--- config.mk ---
export PLATFORM = sky130hd
export DESIGN_NAME = two_stepper_move_sequencer_core
export DESIGN_NICKNAME = d
export VERILOG_FILES = /design/src/hw/rtl/tsms_pkg.sv /design/src/hw/rtl/tsms_cfg_regs.sv /design/src/hw/rtl/tsms_step_logic.sv /design/src/hw/rtl/tsms_out_fifo.sv /design/src/hw/rtl/two_stepper_move_sequencer_core.sv
export SDC_FILE = /design/constraint.sdc
export NUM_CORES = 1
export LEC_CHECK = 0
export BUFFER_PORTS_ARGS = -buffer_cell sky130_fd_sc_hd__buf_2
export CAP_MARGIN = 15
export CORE_ASPECT_RATIO = 1.1
export CORE_MARGIN = 10
export CORE_UTILIZATION = 55
export CTS_BUF_LIST = sky130_fd_sc_hd__clkbuf_4
export DETAILED_ROUTE_END_ITERATION = 6
export PLACE_DENSITY = 0.79
export SYNTH_ARGS = -nofsm -noshare
export SYNTH_HDL_FRONTEND = slang
export SYNTH_HIERARCHICAL = 1
export SYNTH_SLANG_ARGS = --single-unit
--- constraint.sdc ---
create_clock -name i_clk -period 4.8 [get_ports i_clk]
set_clock_uncertainty 0.1 [all_clocks]
set_input_delay 0.48 -clock i_clk [delete_from_list [all_inputs] [get_ports i_clk]]
set_output_delay 0.48 -clock i_clk [all_outputs]
set_load 0.05 [all_outputs]
--- src/hw/rtl/tsms_pkg.sv ---
// shared types and codes for the two stepper move sequencer
package tsms_pkg;

    localparam int unsigned STEP_W  = 16;
    localparam int unsigned PHASE_W = 2;
    localparam int unsigned DIR_W   = 4;
    localparam int unsigned MODE_W  = 2;
    localparam int unsigned ADDR_W  = 4;
    localparam int unsigned DATA_W  = 32;

    // item kinds
    localparam logic [MODE_W-1:0] MODE_SET    = 2'd0;
    localparam logic [MODE_W-1:0] MODE_RIGHT  = 2'd1;
    localparam logic [MODE_W-1:0] MODE_LEFT   = 2'd2;
    localparam logic [MODE_W-1:0] MODE_UNUSED = 2'd3;

    // move directions
    localparam logic [DIR_W-1:0] DIR_STOP  = 4'd0;
    localparam logic [DIR_W-1:0] DIR_FWD   = 4'd1;
    localparam logic [DIR_W-1:0] DIR_BACK  = 4'd2;
    localparam logic [DIR_W-1:0] DIR_LEFT  = 4'd3;
    localparam logic [DIR_W-1:0] DIR_RIGHT = 4'd4;
    localparam logic [DIR_W-1:0] DIR_TURN  = 4'd5;
    localparam logic [DIR_W-1:0] DIR_RFORE = 4'd6;
    localparam logic [DIR_W-1:0] DIR_RBACK = 4'd7;
    localparam logic [DIR_W-1:0] DIR_LFORE = 4'd8;
    localparam logic [DIR_W-1:0] DIR_LBACK = 4'd9;

    // phase steps
    localparam logic [PHASE_W-1:0] PHASE_FWD = 2'd1;
    localparam logic [PHASE_W-1:0] PHASE_REV = 2'd3;

    // register indexes
    localparam logic [1:0] REG_FORWARD    = 2'd0;
    localparam logic [1:0] REG_LEFT_TURN  = 2'd1;
    localparam logic [1:0] REG_RIGHT_TURN = 2'd2;
    localparam logic [1:0] REG_ABOUT_TURN = 2'd3;

    typedef struct packed {
        logic [STEP_W-1:0] forward_steps;
        logic [STEP_W-1:0] left_turn_steps;
        logic [STEP_W-1:0] right_turn_steps;
        logic [STEP_W-1:0] about_turn_steps;
    } t_cfg;

    typedef struct packed {
        logic [DIR_W-1:0]   direction;
        logic [STEP_W-1:0]  step_count;
        logic [PHASE_W-1:0] right_index;
        logic [PHASE_W-1:0] left_index;
    } t_state;

    typedef struct packed {
        logic [PHASE_W-1:0] right_phase;
        logic [PHASE_W-1:0] left_phase;
        logic [DIR_W-1:0]   direction_now;
        logic               move_done;
        logic               restore_period;
    } t_result;

endpackage

--- src/hw/rtl/tsms_cfg_regs.sv ---
// step limit registers behind the apb-style port
module tsms_cfg_regs (
    input  logic                          i_clk,
    input  logic                          i_rst_n,
    input  logic                          psel,
    input  logic                          penable,
    input  logic                          pwrite,
    input  logic [tsms_pkg::ADDR_W-1:0]   paddr,
    input  logic [tsms_pkg::DATA_W-1:0]   pwdata,
    output logic [tsms_pkg::DATA_W-1:0]   prdata,
    output tsms_pkg::t_cfg                o_cfg
);

    tsms_pkg::t_cfg r_cfg;
    logic           wr_en;
    logic [1:0]     reg_idx;
    logic [tsms_pkg::STEP_W-1:0] rd_val;

    assign wr_en   = psel && penable && pwrite;
    assign reg_idx = paddr[3:2];

    always_ff @(posedge i_clk) begin
        if (!i_rst_n) begin
            r_cfg <= '0;
        end else if (wr_en) begin
            unique case (reg_idx)
                tsms_pkg::REG_FORWARD:    r_cfg.forward_steps    <= pwdata[15:0];
                tsms_pkg::REG_LEFT_TURN:  r_cfg.left_turn_steps  <= pwdata[15:0];
                tsms_pkg::REG_RIGHT_TURN: r_cfg.right_turn_steps <= pwdata[15:0];
                tsms_pkg::REG_ABOUT_TURN: r_cfg.about_turn_steps <= pwdata[15:0];
                default: ;
            endcase
        end
    end

    always_comb begin
        unique case (reg_idx)
            tsms_pkg::REG_FORWARD:    rd_val = r_cfg.forward_steps;
            tsms_pkg::REG_LEFT_TURN:  rd_val = r_cfg.left_turn_steps;
            tsms_pkg::REG_RIGHT_TURN: rd_val = r_cfg.right_turn_steps;
            tsms_pkg::REG_ABOUT_TURN: rd_val = r_cfg.about_turn_steps;
            default:                  rd_val = '0;
        endcase
    end

    assign prdata = {{(tsms_pkg::DATA_W-tsms_pkg::STEP_W){1'b0}}, rd_val};
    assign o_cfg  = r_cfg;

endmodule

--- src/hw/rtl/tsms_step_logic.sv ---
// next state and result for one command or tick
module tsms_step_logic (
    input  tsms_pkg::t_cfg                i_cfg,
    input  tsms_pkg::t_state              i_state,
    input  logic [tsms_pkg::MODE_W-1:0]   i_mode,
    input  logic [tsms_pkg::DIR_W-1:0]    i_new_direction,
    output tsms_pkg::t_state              o_next,
    output tsms_pkg::t_result             o_result
);

    logic [tsms_pkg::STEP_W-1:0] cnt_inc;
    logic [tsms_pkg::STEP_W-1:0] limit;
    logic                        hit;
    logic                        done;
    logic                        restore;
    tsms_pkg::t_state            nxt;

    assign cnt_inc = i_state.step_count + 16'd1;

    // limit of the counted move in progress
    always_comb begin
        unique case (i_state.direction)
            tsms_pkg::DIR_FWD:   limit = i_cfg.forward_steps;
            tsms_pkg::DIR_LEFT:  limit = i_cfg.left_turn_steps;
            tsms_pkg::DIR_RIGHT: limit = i_cfg.right_turn_steps;
            tsms_pkg::DIR_TURN:  limit = i_cfg.about_turn_steps;
            default:             limit = '0;
        endcase
    end

    assign hit = (cnt_inc == limit);

    always_comb begin
        nxt     = i_state;
        done    = 1'b0;
        restore = 1'b0;
        unique case (i_mode)
            tsms_pkg::MODE_SET: begin
                nxt.direction = (i_new_direction > tsms_pkg::DIR_LBACK) ?
                                tsms_pkg::DIR_STOP : i_new_direction;
            end
            tsms_pkg::MODE_RIGHT: begin
                unique case (i_state.direction) inside
                    tsms_pkg::DIR_FWD, tsms_pkg::DIR_LEFT: begin
                        nxt.right_index = i_state.right_index + tsms_pkg::PHASE_FWD;
                        nxt.step_count  = cnt_inc;
                        if (hit) begin
                            nxt.direction  = tsms_pkg::DIR_STOP;
                            nxt.step_count = '0;
                            done           = 1'b1;
                            restore        = (i_state.direction == tsms_pkg::DIR_FWD);
                        end
                    end
                    tsms_pkg::DIR_RIGHT, tsms_pkg::DIR_TURN: begin
                        nxt.right_index = i_state.right_index + tsms_pkg::PHASE_REV;
                        nxt.step_count  = cnt_inc;
                        if (hit) begin
                            nxt.direction  = tsms_pkg::DIR_STOP;
                            nxt.step_count = '0;
                            done           = 1'b1;
                        end
                    end
                    tsms_pkg::DIR_BACK: begin
                        // counts but never stops, wraps at 16 bits
                        nxt.right_index = i_state.right_index + tsms_pkg::PHASE_REV;
                        nxt.step_count  = cnt_inc;
                    end
                    tsms_pkg::DIR_RFORE: begin
                        nxt.right_index = i_state.right_index + tsms_pkg::PHASE_FWD;
                        nxt.direction   = tsms_pkg::DIR_STOP;
                    end
                    tsms_pkg::DIR_RBACK: begin
                        nxt.right_index = i_state.right_index + tsms_pkg::PHASE_REV;
                        nxt.direction   = tsms_pkg::DIR_STOP;
                    end
                    default: ;
                endcase
            end
            tsms_pkg::MODE_LEFT: begin
                unique case (i_state.direction) inside
                    tsms_pkg::DIR_FWD, tsms_pkg::DIR_RIGHT, tsms_pkg::DIR_TURN: begin
                        nxt.left_index = i_state.left_index + tsms_pkg::PHASE_FWD;
                    end
                    tsms_pkg::DIR_BACK, tsms_pkg::DIR_LEFT: begin
                        nxt.left_index = i_state.left_index + tsms_pkg::PHASE_REV;
                    end
                    tsms_pkg::DIR_LFORE: begin
                        nxt.left_index = i_state.left_index + tsms_pkg::PHASE_FWD;
                        nxt.direction  = tsms_pkg::DIR_STOP;
                    end
                    tsms_pkg::DIR_LBACK: begin
                        nxt.left_index = i_state.left_index + tsms_pkg::PHASE_REV;
                        nxt.direction  = tsms_pkg::DIR_STOP;
                    end
                    default: ;
                endcase
            end
            default: ;
        endcase
    end

    assign o_next                  = nxt;
    assign o_result.right_phase    = nxt.right_index;
    assign o_result.left_phase     = nxt.left_index;
    assign o_result.direction_now  = nxt.direction;
    assign o_result.move_done      = done;
    assign o_result.restore_period = restore;

endmodule

--- src/hw/rtl/tsms_out_fifo.sv ---
// two-entry result buffer between the step logic and the output channel
module tsms_out_fifo (
    input  logic               i_clk,
    input  logic               i_rst_n,
    input  logic               i_push,
    input  tsms_pkg::t_result  i_data,
    output logic               o_full,
    output logic               o_valid,
    input  logic               i_pop,
    output tsms_pkg::t_result  o_data
);

    tsms_pkg::t_result r_mem [2];
    logic              r_wr_ptr;
    logic              r_rd_ptr;
    logic [1:0]        r_count;
    logic              n_wr_ptr;
    logic              n_rd_ptr;
    logic [1:0]        n_count;
    logic              do_pop;

    assign do_pop = i_pop && (r_count != 2'd0);

    always_comb begin
        n_wr_ptr = i_push ? ~r_wr_ptr : r_wr_ptr;
        n_rd_ptr = do_pop ? ~r_rd_ptr : r_rd_ptr;
        n_count  = r_count + {1'b0, i_push} - {1'b0, do_pop};
    end

    always_ff @(posedge i_clk) begin
        if (!i_rst_n) begin
            r_wr_ptr <= 1'b0;
            r_rd_ptr <= 1'b0;
            r_count  <= 2'd0;
        end else begin
            r_wr_ptr <= n_wr_ptr;
            r_rd_ptr <= n_rd_ptr;
            r_count  <= n_count;
        end
    end

    always_ff @(posedge i_clk) begin
        if (i_push) begin
            r_mem[r_wr_ptr] <= i_data;
        end
    end

    assign o_full  = (r_count == 2'd2);
    assign o_valid = (r_count != 2'd0);
    assign o_data  = r_mem[r_rd_ptr];

endmodule

--- src/hw/rtl/two_stepper_move_sequencer_core.sv ---
// top level of the two stepper move sequencer
//
//   channel   direction  handshake            payload
//   input     in         i_valid / o_ready    i_mode, i_new_direction
//   result    out        o_valid / i_ready    o_right_phase, o_left_phase,
//                                             o_direction_now, o_move_done,
//                                             o_restore_period
//   config    in         psel/penable/pready  paddr, pwrite, pwdata, prdata
//
// one item per cycle while o_ready is high; the result is registered in the result buffer when the item is taken
// state is updated in the same edge that takes the item, so back to back items
//   see each other with no gap; the cost per item is one 16-bit add and compare
// results queue in a two-entry buffer, so an item is taken while one result
//   still waits; o_ready drops only when both entries are held
// synchronous active-low reset clears direction, step count, both phases,
//   the step limits and the buffer; no clearing pass is needed
module two_stepper_move_sequencer_core (
    input  logic                          i_clk,
    input  logic                          i_rst_n,
    // input channel
    input  logic                          i_valid,
    output logic                          o_ready,
    input  logic [tsms_pkg::MODE_W-1:0]   i_mode,
    input  logic [tsms_pkg::DIR_W-1:0]    i_new_direction,
    // result channel
    output logic                          o_valid,
    input  logic                          i_ready,
    output logic [tsms_pkg::PHASE_W-1:0]  o_right_phase,
    output logic [tsms_pkg::PHASE_W-1:0]  o_left_phase,
    output logic [tsms_pkg::DIR_W-1:0]    o_direction_now,
    output logic                          o_move_done,
    output logic                          o_restore_period,
    // configuration port
    input  logic                          psel,
    input  logic                          penable,
    input  logic                          pwrite,
    input  logic [tsms_pkg::ADDR_W-1:0]   paddr,
    input  logic [tsms_pkg::DATA_W-1:0]   pwdata,
    output logic [tsms_pkg::DATA_W-1:0]   prdata,
    output logic                          pready
);

    tsms_pkg::t_cfg    cfg;
    tsms_pkg::t_state  r_state;
    tsms_pkg::t_state  n_state;
    tsms_pkg::t_result step_res;
    tsms_pkg::t_result out_res;
    logic              fifo_full;
    logic              accept;

    // register file for the four step limits, zero-wait writes
    assign pready = 1'b1;

    tsms_cfg_regs u_cfg (
        .i_clk   (i_clk),
        .i_rst_n (i_rst_n),
        .psel    (psel),
        .penable (penable),
        .pwrite  (pwrite),
        .paddr   (paddr),
        .pwdata  (pwdata),
        .prdata  (prdata),
        .o_cfg   (cfg)
    );

    // an item is taken whenever the result buffer has a free entry
    assign o_ready = !fifo_full;
    assign accept  = i_valid && o_ready;

    // all per-item work: phase advance, step count, stop decision
    tsms_step_logic u_step (
        .i_cfg           (cfg),
        .i_state         (r_state),
        .i_mode          (i_mode),
        .i_new_direction (i_new_direction),
        .o_next          (n_state),
        .o_result        (step_res)
    );

    // motor state: direction, step counter and both phase indexes
    always_ff @(posedge i_clk) begin
        if (!i_rst_n) begin
            r_state <= '0;
        end else if (accept) begin
            r_state <= n_state;
        end
    end

    // result buffer toward the output channel
    tsms_out_fifo u_fifo (
        .i_clk   (i_clk),
        .i_rst_n (i_rst_n),
        .i_push  (accept),
        .i_data  (step_res),
        .o_full  (fifo_full),
        .o_valid (o_valid),
        .i_pop   (i_ready),
        .o_data  (out_res)
    );

    assign o_right_phase    = out_res.right_phase;
    assign o_left_phase     = out_res.left_phase;
    assign o_direction_now  = out_res.direction_now;
    assign o_move_done      = out_res.move_done;
    assign o_restore_period = out_res.restore_period;

endmodule

==> insert_results.sql, run 1 <==
INSERT INTO impl_metrics (metric_group, metric, value, unit) VALUES
('logic_synthesis', 'synthTopCellsByArea', 'dfxtp_1 28%, mux2i_1 15%, edfxtp_1 8.9%', ''),
('power', 'share_seq_of_total_power', '44.4', '%'),
('power', 'power_density', '333.7', 'nW/um2'),
('critical_path', 'worstPathArrival', '4.38', 'ns'),
('final_layout', 'final.fill_count', '1004', ''),
('die', 'die_area', '17130', 'um2'),
('detailed_routing', 'detail_route.first_pass.iterations', '5', ''),
('final_layout', 'n_antenna_cell', '0', ''),
('sta', 'finalMaxSlewViolations', '0', ''),
('global_routing', 'first_global_vias', '5346', ''),
('logic_synthesis', 'register_bit_total_from_synthesis', '113', ''),
('global_routing', 'grt_remaining_overflow', '0', ''),
('clock_network', 'numCtsBuffers', '17', ''),
('sta', 'maxSlewHeadroom', '21.59', '%'),
('die', 'die_height', '136.3', 'um'),
('final_layout', 'fraction_of_layout_cells_with_a_size_suffix_above_1', '16.67', '%'),
('sta', 'fin_hold_ws', '0.1741', 'ns'),
('die', 'initial_core_util', '56.18', '%'),
('power', 'netSwitchingFraction', '32.44', '%'),
('final_layout', 'final_area', '7114', 'um2'),
('power', 'total_switching_power', '0.7702', 'mW'),
('sta', 'setup_total_neg_slack', '0', 'ns'),
('sta', 'report.final.setup_viol', '0', ''),
('detailed_routing', 'vias_per_cell', '5.949', ''),
('logic_synthesis', 'yosysMostFrequentCell', 'nand2_1', ''),
('place', 'placed_cells', '872', ''),
('logic_synthesis', 'async_reset_ff_share', '0', '%'),
('global_routing', 'track_usage', '18.40', '%'),
('clock_network', 'cts_resized', '0', ''),
('logic_synthesis', 'ys_types', '64', ''),
('final_layout', 'layoutNonFillerInstCount', '904', ''),
('logic_synthesis', 'synth.mux.area_fraction', '23.69', '%'),
('clock_network', 'clock_insertion_delay_worst_skew', '0.52', 'ns'),
('critical_path', 'worstPathCellList', 'nor4b_4 -> a22oi_1 -> o211a_1 -> nor4_1 -> nand4_1 -> nor4b_4 -> nand3_4 -> a31oi_1 -> a31oi_1 -> nand2_1 -> mux2i_1', ''),
('die', 'placement_rows', '42', ''),
('detailed_routing', 'average_wire_length_per_cell_after_detail_routing', '17.74', 'um'),
('critical_path', 'worst-setup-path-type', 'flip-flop to flip-flop', ''),
('status', 'outcome', 'finished, final reports clean', ''),
('final_layout', 'final_util', '59.12', '%'),
('die', 'core_area', '12030', 'um2'),
('logic_synthesis', 'ys_warn_count', '6', ''),
('clock_network', 'clock_path_buffers', '2', ''),
('sta', 'fmax', '244.4', 'MHz'),
('clock_network', 'tritoncts', 'yes', ''),
('run', 'reported_max_cap_violation_count', '0', ''),
('sta', 'final_hold_viol_count', '0', ''),
('logic_synthesis', 'synth_enable_flop_cells', '20', ''),
('power', 'power.share.clock', '34.5', '%'),
('logic_synthesis', 'syn_area_per_cell', '9.428', 'um2'),
('die', 'chipWidth', '125.7', 'um'),
('critical_path', 'required', '5.09', 'ns'),
('logic_synthesis', 'post_synth_inst_count', '717', ''),
('die', 'boundaryPins', '94', ''),
('final_layout', 'flow.area_growth_from_synthesis', '5.238', '%'),
('logic_synthesis', 'yosysTopAreaCell', 'dfxtp_1', ''),
('power', 'comb_power_share', '21.1', '%'),
('logic_synthesis', 'yosysTopAreaCellShare', '27.54', '%'),
('logic_synthesis', 'ys_dominant_reg_cell', 'dfxtp_1', ''),
('detailed_routing', 'via_count', '5378', ''),
('worst_hold_path', 'min_path_type', 'input port to flip-flop', ''),
('power', 'design_power_total', '2.374', 'mW'),
('critical_path', 'cp-end-kind', 'flip-flop', ''),
('detailed_routing', 'number_of_remaining_drc_errors', '0', ''),
('logic_synthesis', 'synth_seq_area_share', '36.42', '%'),
('global_routing', 'grt_max_degree', '77', ''),
('place', 'io_buffers', '58', ''),
('sta', 'max_slew.worst_pin.slew', '1.172', 'ns'),
('logic_synthesis', 'synth_xor_xnor_area_share', '3.905', '%'),
('final_layout', 'final_net_count', '789', ''),
('place', 'dp_hpwl', '10820', 'um'),
('critical_path', 'worst_path_largest_cell_delay', '0.93', 'ns');
[cell families (layout without fill, tap and decap cells)]
family	Yosys count	in the layout
compound gates	80	80
xor+xnor	27	27
fa+ha+maj	3	3
buf+inv	88	106
flops	113	113
mux	136	136
other cells	2	17
simple gates	268	268
[power groups by stage]
stage | sequential [mW] | clock (mW) | combinational [mW]
floorplan | 1.05 | 0 | 0.461
global placement | 1.07 | 0 | 0.491
detailed placement | 1.07 | 0 | 0.502
CTS | 1.05 | 0.832 | 0.504
global route | 1.06 | 0.869 | 0.539
finish | 1.05 | 0.819 | 0.502
[cell type report]
cell class                      count  area (um2)  share of cell area, %
Timing Repair Buffer               63       330.3                  4.643
Multi-Input combinational cell    531        3761                  52.87
Tap cell                          154       192.7                  2.708
Clock inverter                     13       183.9                  2.585
Inverter                           11       41.29                 0.5804
Clock buffer                       19       142.6                  2.005
Sequential cell                   113        2462                  34.61
[per-layer routing]
| metal | vias up | track usage, % | part of all wire, % |
|---|---|---|---|
| met5 | - | 0 | 0 |
| met4 | 0 | 5.698 | 1.7 |
| met3 | 33 | 4.480 | 5.8 |
| met2 | 214 | 33.21 | 52 |
| met1 | 2587 | 20.94 | 41 |
| li1 | 2544 | - | - |
[registers in the layout, indices dropped and copies added, names as in the netlist, named ones only]
signal / cells
u_cfg/o_cfg: 64
u_fifo/r_mem: 20
r_state: 24
u_fifo/r_wr_ptr: 1
u_fifo/r_count: 2
u_fifo/r_rd_ptr: 1
[worst max-delay path, delay by kind of cell, from the launching register on]
kind,cells,cell delay [ns]
flops,1,0.56
mux,1,0.07
simple gates,6,2.43
compound gates,4,0.79
[layout by cell type, fill, tap and decap left out, types with 5 or more instances in the layout]
cell type    n
a21oi_1      9
a221oi_1     8
a22oi_1      5
a31oi_1     13
and3_1       7
buf_2       57
buf_4        6
clkbuf_4    19
conb_1      17
dfxtp_1     93
edfxtp_1    20
inv_1       10
mux2_1      10
mux2_2       7
mux2i_1    103
mux4_1       5
mux4_2      11
nand2_1    157
nand2b_1     7
nand3_1     20
nand4_1      9
nor2_1      27
nor3_1      10
nor4_1       5
o21ai_0     16
o21ai_1      7
xnor2_1     17
xor2_1       8
[path summary, 6_finish.rpt]
path	startpoint	endpoint	slack [ns]	depth (start not counted)
hold / removal	pwdata[2]	u_cfg/o_cfg[18]$_SDFFE_PN0P_	0.17	3
hold reg to reg	u_cfg/o_cfg[51]$_SDFFE_PN0P_	u_cfg/o_cfg[51]$_SDFFE_PN0P_	0.38	2
setup / recovery	r_state[21]$_SDFFE_PN0P_	r_state[12]$_SDFFE_PN0P_	0.71	11
setup reg to reg	r_state[21]$_SDFFE_PN0P_	r_state[12]$_SDFFE_PN0P_	0.71	11
Power figures use the tool's default switching activity.
==> inputs of run 2 (changes only) <==
Settings changed: CELL_PAD_IN_SITES_DETAIL_PLACEMENT from default to 0, CELL_PAD_IN_SITES_GLOBAL_PLACEMENT from default to 1, CORE_UTILIZATION 55 to 50, PLACE_DENSITY 0.79 to 0.91.
==> run 2 against run 1 <==
Sequential share of layout area is 0.28 points lower. Die area grew 8.4%. Via count shrank 2.9%.
==> insert_results.sql, run 2 (synthesized netlist as in run 1, its figures left out) <==
INSERT INTO impl_metrics (metric_group, metric, value, unit) VALUES
('status', 'outcome', 'finished, final reports clean', ''),
('die', 'placement_rows', '44', ''),
('detailed_routing', 'detail_route.first_pass.iterations', '5', ''),
('critical_path', 'required', '5.11', 'ns'),
('place', 'dp_hpwl', '10650', 'um'),
('final_layout', 'fraction_of_layout_cells_with_a_size_suffix_above_1', '16.69', '%'),
('critical_path', 'crit-reg2reg-launch', 'r_state[23]$_SDFFE_PN0P_', ''),
('clock_network', 'h-tree-depth', '4', ''),
('global_routing', 'number_of_antenna_violations_at_the_first_check_in_global_routing', '1', ''),
('detailed_routing', 'average_wire_length_per_cell_after_detail_routing', '17.11', 'um'),
('place', 'dp_slack', '0.9928', 'ns'),
('clock_network', 'clock_path_buffers', '2', ''),
('global_routing', 'grt_remaining_overflow', '0', ''),
('detailed_routing', 'number_of_remaining_drc_errors', '0', ''),
('clock_network', 'post_cts_hold_buffer_count', '0', ''),
('detailed_routing', 'vias_per_cell', '5.695', ''),
('critical_path', 'worstPathMaxFanout', '23', ''),
('place', 'placed_cells', '883', ''),
('die', 'die_height', '142.0', 'um'),
('place', 'gp_routability_congestion', '0.8437', ''),
('worst_hold_path', 'worst_hold_startpoint', 'pwdata[8]', ''),
('final_layout', 'flow.area_growth_from_synthesis', '6.089', '%'),
('critical_path', 'worst-setup-path-type', 'flip-flop to flip-flop', ''),
('sta', 'rsz0062_at_grt', 'no', ''),
('sta', 'fin_hold_ws', '0.1712', 'ns'),
('critical_path', 'cpLargestDelayFamily', 'simple AND/OR/NAND/NOR gates', ''),
('die', 'initial_core_util', '51.16', '%'),
('critical_path', 'worst_path_max_delay_cell', 'nor4b_4', ''),
('critical_path', 'worst_path_largest_cell_delay', '0.84', 'ns'),
('critical_path', 'start_kind', 'flip-flop', ''),
('final_layout', 'mostFrequentLayoutCell', 'nand2_1', ''),
('sta', 'finalMaxSlewViolations', '0', ''),
('critical_path', 'reg2reg_depth', '11', ''),
('worst_hold_path', 'min_path_cells', '3', ''),
('clock_network', 'numCtsBuffers', '17', ''),
('run', 'reported_max_cap_violation_count', '0', ''),
('power', 'power.share.clock', '33.3', '%'),
('clock_network', 'cts_post_setup_buffers_inserted', '0', ''),
('global_routing', 'grt_pass1_wl', '25760', 'um'),
('sta', 'max_slew.worst_pin.slew', '1.141', 'ns'),
('sta', 'report.final.setup_viol', '0', ''),
('global_routing', 'track_usage', '17.27', '%'),
('final_layout', 'layoutNonFillerInstCount', '917', ''),
('die', 'core_area', '13210', 'um2'),
('power', 'internal-power', '1.596', 'mW'),
('detailed_routing', 'detailedRoute.firstIterationViolations', '342', ''),
('sta', 'finalCritPeriodShare', '80.94', '%'),
('power', 'comb_power_share', '21.8', '%'),
('power', 'total_switching_power', '0.7407', 'mW'),
('power', 'netSwitchingFraction', '31.70', '%'),
('clock_network', 'cts_resized', '0', ''),
('sta', 'layout_min_cycle_time', '3.885', 'ns'),
('sta', 'final_hold_viol_count', '0', ''),
('critical_path', 'cp-end-kind', 'flip-flop', ''),
('clock_network', 'cts_sinks', '113', ''),
('critical_path', 'cp.buffers_inverters', '0', ''),
('clock_network', 'tritoncts', 'yes', ''),
('power', 'leakage', '2.883', 'nW'),
('critical_path', 'worstPathCellList', 'nor4b_4 -> a22oi_1 -> o211a_1 -> nor4_1 -> nand4_1 -> nor4b_4 -> nand3_4 -> a31oi_1 -> a31oi_1 -> nand2_1 -> mux2i_1', ''),
('detailed_routing', 'totalWireLength', '15690', 'um'),
('worst_hold_path', 'holdPathEnd', 'u_cfg/o_cfg[8]$_SDFFE_PN0P_', ''),
('die', 'chipWidth', '130.9', 'um'),
('power', 'power_density', '325.8', 'nW/um2'),
('detailed_routing', 'ant_nets', '0', ''),
('final_layout', 'final_net_count', '794', ''),
('detailed_routing', 'via_count', '5222', ''),
('die', 'die_area', '18580', 'um2'),
('critical_path', 'reg2reg_to', 'r_state[19]$_SDFFE_PN0P_', ''),
('power', 'share_seq_of_total_power', '44.9', '%'),
('final_layout', 'sequential_cell_area', '2462', 'um2'),
('critical_path', 'reg2reg_slack', '0.91', 'ns'),
('final_layout', 'final_cell_mix', '157 x nand2_1, 103 x mux2i_1, 93 x dfxtp_1', ''),
('die', 'boundaryPins', '94', ''),
('global_routing', 'first_global_vias', '5217', ''),
('sta', 'fmax', '257.4', 'MHz'),
('clock_network', 'master_cell_of_the_clock_root_buffer', 'clkbuf_4', ''),
('global_routing', 'grt_max_degree', '99', ''),
('sta', 'timing.final.ws_setup', '0.9150', 'ns'),
('power', 'vdd.ir_drop.worst', '0.2060', 'mV'),
('critical_path', 'worstPathArrival', '4.19', 'ns'),
('final_layout', 'final.fill_count', '1213', ''),
('final_layout', 'multi_input_comb_area', '3766', 'um2'),
('clock_network', 'path_clk_slew', '0.10', 'ns'),
('clock_network', 'clock_insertion_delay_worst_skew', '0.54', 'ns'),
('sta', 'setup_total_neg_slack', '0', 'ns'),
('worst_hold_path', 'min_path_type', 'input port to flip-flop', ''),
('sta', 'maxSlewHeadroom', '23.66', '%'),
('place', 'io_buffers', '58', ''),
('final_layout', 'largest_register_ff_count', '64', ''),
('power', 'design_power_total', '2.337', 'mW');
[run 2: layout make-up]
| type | instances | share of cell area, % |
|---|---|---|
| repair buffers | 68 | 5.408 |
| well taps | 161 | 2.809 |
| multi-input cells | 531 | 52.51 |
| clock inverters | 13 | 2.338 |
| diodes | 1 | 0.03489 |
| flip-flops and latches | 113 | 34.33 |
| inverters | 11 | 0.5757 |
| clock buffers | 19 | 1.989 |
[run 2: routing by layer]
layer / track usage (%) / vias to the layer above / part of all wire, %
met1: 21.42 / 2509 / 44
met5: 0 / - / 0
met4: 6.327 / 0 / 1.3
met3: 5.032 / 22 / 5.5
li1: - / 2549 / -
met2: 27.78 / 142 / 49
[run 2: worst max path at each step]
stage                                         from                           end  slack [ns]  cells past startpoint
after global placement    r_state[23]$_SDFFE_PN0P_       r_state[6]$_SDFFE_PN0P_        1.02                     11
after CTS                 r_state[23]$_SDFFE_PN0P_      r_state[19]$_SDFFE_PN0P_        0.97                     11
after floorplan            r_state[4]$_SDFFE_PN0P_  u_fifo/r_mem[0][3]$_DFFE_PP_        1.72                     11
final                     r_state[23]$_SDFFE_PN0P_      r_state[19]$_SDFFE_PN0P_        0.91                     11
after detailed placement  r_state[23]$_SDFFE_PN0P_      r_state[19]$_SDFFE_PN0P_        0.99                     11
after global routing      r_state[23]$_SDFFE_PN0P_       r_state[7]$_SDFFE_PN0P_        0.60                     11
[run 2: power by group through the flow]
stage / Sequential, mW / Clock (mW) / Combinational [mW]
final: 1.05 / 0.779 / 0.509
after global routing: 1.06 / 0.836 / 0.547
after CTS: 1.05 / 0.796 / 0.514
after detailed placement: 1.07 / 0 / 0.511
after global placement: 1.07 / 0 / 0.500
after floorplan: 1.05 / 0 / 0.461
[run 2: tightest hold or removal path: stages]
cell and delay, ns:
buf_2 0.07, nand2_1 0.08, mux2i_1 0.12
[run 2: stage by stage]
| stage | utilization [%] | cell area, um2 |
|---|---|---|
| finish | 54.28 | 7172 |
| global route | 54.28 | 7172 |
| CTS | 54.05 | 7142 |
| detailed placement | 51.70 | 6832 |
| global placement | 51.70 | 6832 |
| floorplan | - | 6817 |
